<file path="src/rtl/core/pwli_pkg.sv">
// Shared types and constants for the piecewise linear interpolation table.
// Depends on nothing; imported by the queue, the engine and the top level.
package pwli_pkg;

   localparam logic CMD_LOAD  = 1'b0;
   localparam logic CMD_QUERY = 1'b1;

   localparam logic CSR_ROW_COUNT = 1'b0;
   localparam logic CSR_COL_COUNT = 1'b1;

   localparam int QUEUE_DEPTH = 2;

   // One queued item between front and back.
   typedef struct packed {
      logic        cmd;
      logic [7:0]  row_index;
      logic [2:0]  col_index;
      logic [31:0] value;
   } item_type;

endpackage

</file>
<file path="src/rtl/core/pwli_queue.sv">
// Short queue that decouples the front stage from the back engine.
// Depends on pwli_pkg for the item type and depth.
module pwli_queue
   import pwli_pkg::*;
(
   input  logic     clock,
   input  logic     reset,
   input  logic     push_valid,
   output logic     push_ready,
   input  item_type push_item,
   output logic     pop_valid,
   input  logic     pop_ready,
   output item_type pop_item
);

   item_type   slot_ff [QUEUE_DEPTH];
   logic [0:0] wr_ptr_ff, rd_ptr_ff;
   logic [1:0] count_ff;
   logic       push, pop;

   assign push_ready = (count_ff != 2'(QUEUE_DEPTH));
   assign pop_valid  = (count_ff != 2'd0);
   assign pop_item   = slot_ff[rd_ptr_ff];
   assign push       = push_valid && push_ready;
   assign pop        = pop_valid && pop_ready;

   // Pointers and fill count.
   always_ff @(posedge clock) begin
      if (reset) begin
         wr_ptr_ff <= '0;
         rd_ptr_ff <= '0;
         count_ff  <= '0;
      end else begin
         if (push) wr_ptr_ff <= wr_ptr_ff + 1'b1;
         if (pop)  rd_ptr_ff <= rd_ptr_ff + 1'b1;
         count_ff <= count_ff + 2'(push) - 2'(pop);
      end
   end

   // Storage slots.
   always_ff @(posedge clock) begin
      if (push) slot_ff[wr_ptr_ff] <= push_item;
   end

endmodule

</file>
<file path="config.mk">
export PLATFORM = sky130hd
export DESIGN_NAME = pwli_queue
export DESIGN_NICKNAME = d
export VERILOG_FILES = /design/src/rtl/core/pwli_pkg.sv /design/src/rtl/core/pwli_queue.sv
export SDC_FILE = /design/constraint.sdc
export NUM_CORES = 1
export LEC_CHECK = 0
export ABC_AREA = 0
export BUFFER_PORTS_ARGS = -buffer_cell sky130_fd_sc_hd__buf_4
export CAP_MARGIN = 30
export CORE_ASPECT_RATIO = 1.75
export CORE_MARGIN = 3
export CORE_UTILIZATION = 51
export DETAILED_ROUTE_END_ITERATION = 7
export PLACE_DENSITY = 0.78
export SETUP_SLACK_MARGIN = 0.2
export SLEW_MARGIN = 20
export SYNTH_ARGS = -nofsm -noshare
export SYNTH_HDL_FRONTEND = slang
export SYNTH_SLANG_ARGS = --single-unit
</file>
<file path="constraint.sdc">
create_clock -name clock -period 2.65 [get_ports clock]
set_input_delay 0.3975 -clock clock [delete_from_list [all_inputs] [get_ports clock]]
set_output_delay 0.3975 -clock clock [all_outputs]
set_load 0.02 [all_outputs]
</file>
==> reports/metrics.cfg <==
[run_status]
status = finished clean

[floorplan]
rows = 38
die_w_um = 67.91
core-area_um2 = 6371
dieHeight_um = 114.3
die-area_um2 = 7765
start_util = 0.5369
ios = 94

[layout]
nets = 318
seqCellArea_um2 = 2744
multi_input_area_um2 = 650.6
diodes = 0
syn2layout_area_growth_pct = 28.31
drive_gt1_frac = 0.5657
n_fill_cell = 459
stdcell_count = 354
fin_area_um2 = 4389

[clocking]
root_buffer = clkbuf_8
cts-hold-fix-buffers = 0
cts.sinks = 93
cts-buffers-inserted = 9
post_cts_buffers = 0
clk_latency_ps = 340
post_cts_resized = 0
htreeDepth = 3
clk_path_buf_depth = 2
clkTransAtPathRegs_ps = 80
cts_tree = built

[yosys]
synth.most_common_cell = edfxtp_1
postSynth.asyncResetShare = 0
yosysSeqAreaShare = 0.8018
ys_warn_count = 0
synth_edf_count = 88
ys_types = 22
synth_top_area_frac = 0.7725
synthCells = 166
ys_ff_latch = 93
synth_top_cells_by_count = edfxtp_1 (88), mux2_2 (44), buf_2 (5), dfxtp_1 (5), nor2_1 (5)
syn_area_per_cell_um2 = 20.61
syn-num-nets = 215
synth_ff_type = edfxtp_1
synth.area.top_cells = edfxtp_1 (77%), mux2_2 (14%), dfxtp_1 (2.9%)
synth_area_um2 = 3421
synth_top_area_cell = edfxtp_1

[grt]
grt_pass1_wl_mm = 9.018
grt_pass1_vias = 1851
antenna_found_initial = 0
grtUsageTotal = 0.1642
overflow = 0
grt_max_degree = 45

[critical_path]
path_buf_inv = 2
crit_family = flip-flops
r2r_slack_ps = 980
r2r-end = slot_ff[1][29]$_DFFE_PP_
r2r-start = count_ff[0]$_SDFF_PP0_
worstPathCellList = buf_12 > mux2_2 > buf_4
cpPeakStageDelay_ps = 620
path_class = reg -> out
required_ps = 2250
worstSetupStartpointType = register
critPathArrivalTime_ps = 1740
reg2regPathDepth = 3
critical_path.endpoint_type = output port
slowest_stage = dfxtp_2
cp_max_fo = 27
endpoint = pop_item[39]
path_depth = 3

[route]
wirelength_mm = 6.028
via_count = 1766
vias_per_cell = 4.989
drc_errors = 0
wl_per_cell_um = 17.03
ant_nets = 0
drt_pass1_iterations = 4
first_iter_violations = 81

[worst_hold_path]
hp-class = in -> reg
holdPathStages = 1

[sta]
timing_hold_violations_final = 0
tightest_slew_ps = 568.8
final.setup.tns_ps = 0
setup_viol = 0
layout_setup_ws_ps = 509.3
fin_crit_sh = 0.8078
max_slew_margin = 0.6208
drv_slew = 0
fin_crit_ps = 2141
rsz0062_at_grt = no
fin_skew_ps = 7.061
max_freq_ghz = 0.4671

[flow_run]
max-cap-violations = 0

[power]
vdd.ir_drop.worst_uv = 524.2
p_leak_nw = 1.647
power_density_nw_per_um2 = 827.4

[placed_design]
placed_area_um2 = 4239
pre_cts_ws_ps = 845.5
placed_cells = 338
dp_hpwl_mm = 4.333
gp_congestion = 0.7477
io_buffers = 93

==> cells in the final DEF (no fill, tap or decap), drive strengths merged, types with 2 or more instances in the layout <==
cell type	instances
a21bo	2
buf	97
clkbuf	12
clkinv	4
dfxtp	5
edfxtp	88
mux2	45
nor2	5
nor2b	2
o21ai	2
==> worst register-to-register path, stage by stage (launching register included) <==
cell      delay (ps)
dfxtp_1          440
nand2b_1         200
and3_2           190
buf_4            480
==> cell families after synthesis <==
group / Yosys count / share of synthesized area
compound gates: 7 / 0.01500
simple gates: 13 / 0.02049
xor+xnor: 1 / 0.002561
mux: 45 / 0.1481
buf+inv: 6 / 0.008410
fa+ha+maj: 1 / 0.003657
flops: 93 / 0.8018
==> power breakdown <==
| part | internal (mW) | switching [mW] | leakage [nW] |
|---|---|---|---|
| clock | 0.330 | 0.416 | 0.0745 |
| sequential | 1.79 | 0.0770 | 0.865 |
| combinational | 0.501 | 0.521 | 0.707 |
| total | 2.62 | 1.01 | 1.65 |
==> through the flow <==
stage / util / total power [mW] / hold slack [ps]
after floorplan: - / 2.498 / 466.6
after global placement: 0.6654 / 2.920 / 488.8
after detailed placement: 0.6654 / 2.937 / 500.5
after CTS: 0.6889 / 3.677 / 214.4
after global routing: 0.6889 / 3.809 / 204.2
final: 0.6889 / 3.632 / 239.0
==> flip-flops by register name, summed over array words and instances, names as in the netlist, named ones only <==
signal and cells:
wr_ptr_ff 1, slot_ff 88, rd_ptr_ff 1, count_ff 2
==> routing by layer <==
layer  track usage  share of wire
met1        0.1804           0.36
met5             0              0
met4       0.08632          0.036
met2        0.2720           0.53
met3       0.05796          0.069
==> worst min path at each step <==
stage | start | to | slack, ps
after floorplan | reset | wr_ptr_ff$_SDFFE_PP0P_ | 470
after global placement | rd_ptr_ff$_SDFFE_PP0P_ | rd_ptr_ff$_SDFFE_PP0P_ | 490
after detailed placement | rd_ptr_ff$_SDFFE_PP0P_ | rd_ptr_ff$_SDFFE_PP0P_ | 500
after CTS | push_item[6] | slot_ff[1][6]$_DFFE_PP_ | 210
after global routing | push_item[7] | slot_ff[1][7]$_DFFE_PP_ | 200
final | push_item[8] | slot_ff[1][8]$_DFFE_PP_ | 240
==> final cells by class <==
class / instances / share of cell area
sequential: 93 / 0.6251
timing repair buffer: 97 / 0.1688
multi-input combinational: 67 / 0.1482
clock buffer: 12 / 0.03079
tap: 80 / 0.02281
clock inverter: 4 / 0.003421
inverter: 1 / 0.0008552
No activity file was read; power rests on OpenSTA's default activity.
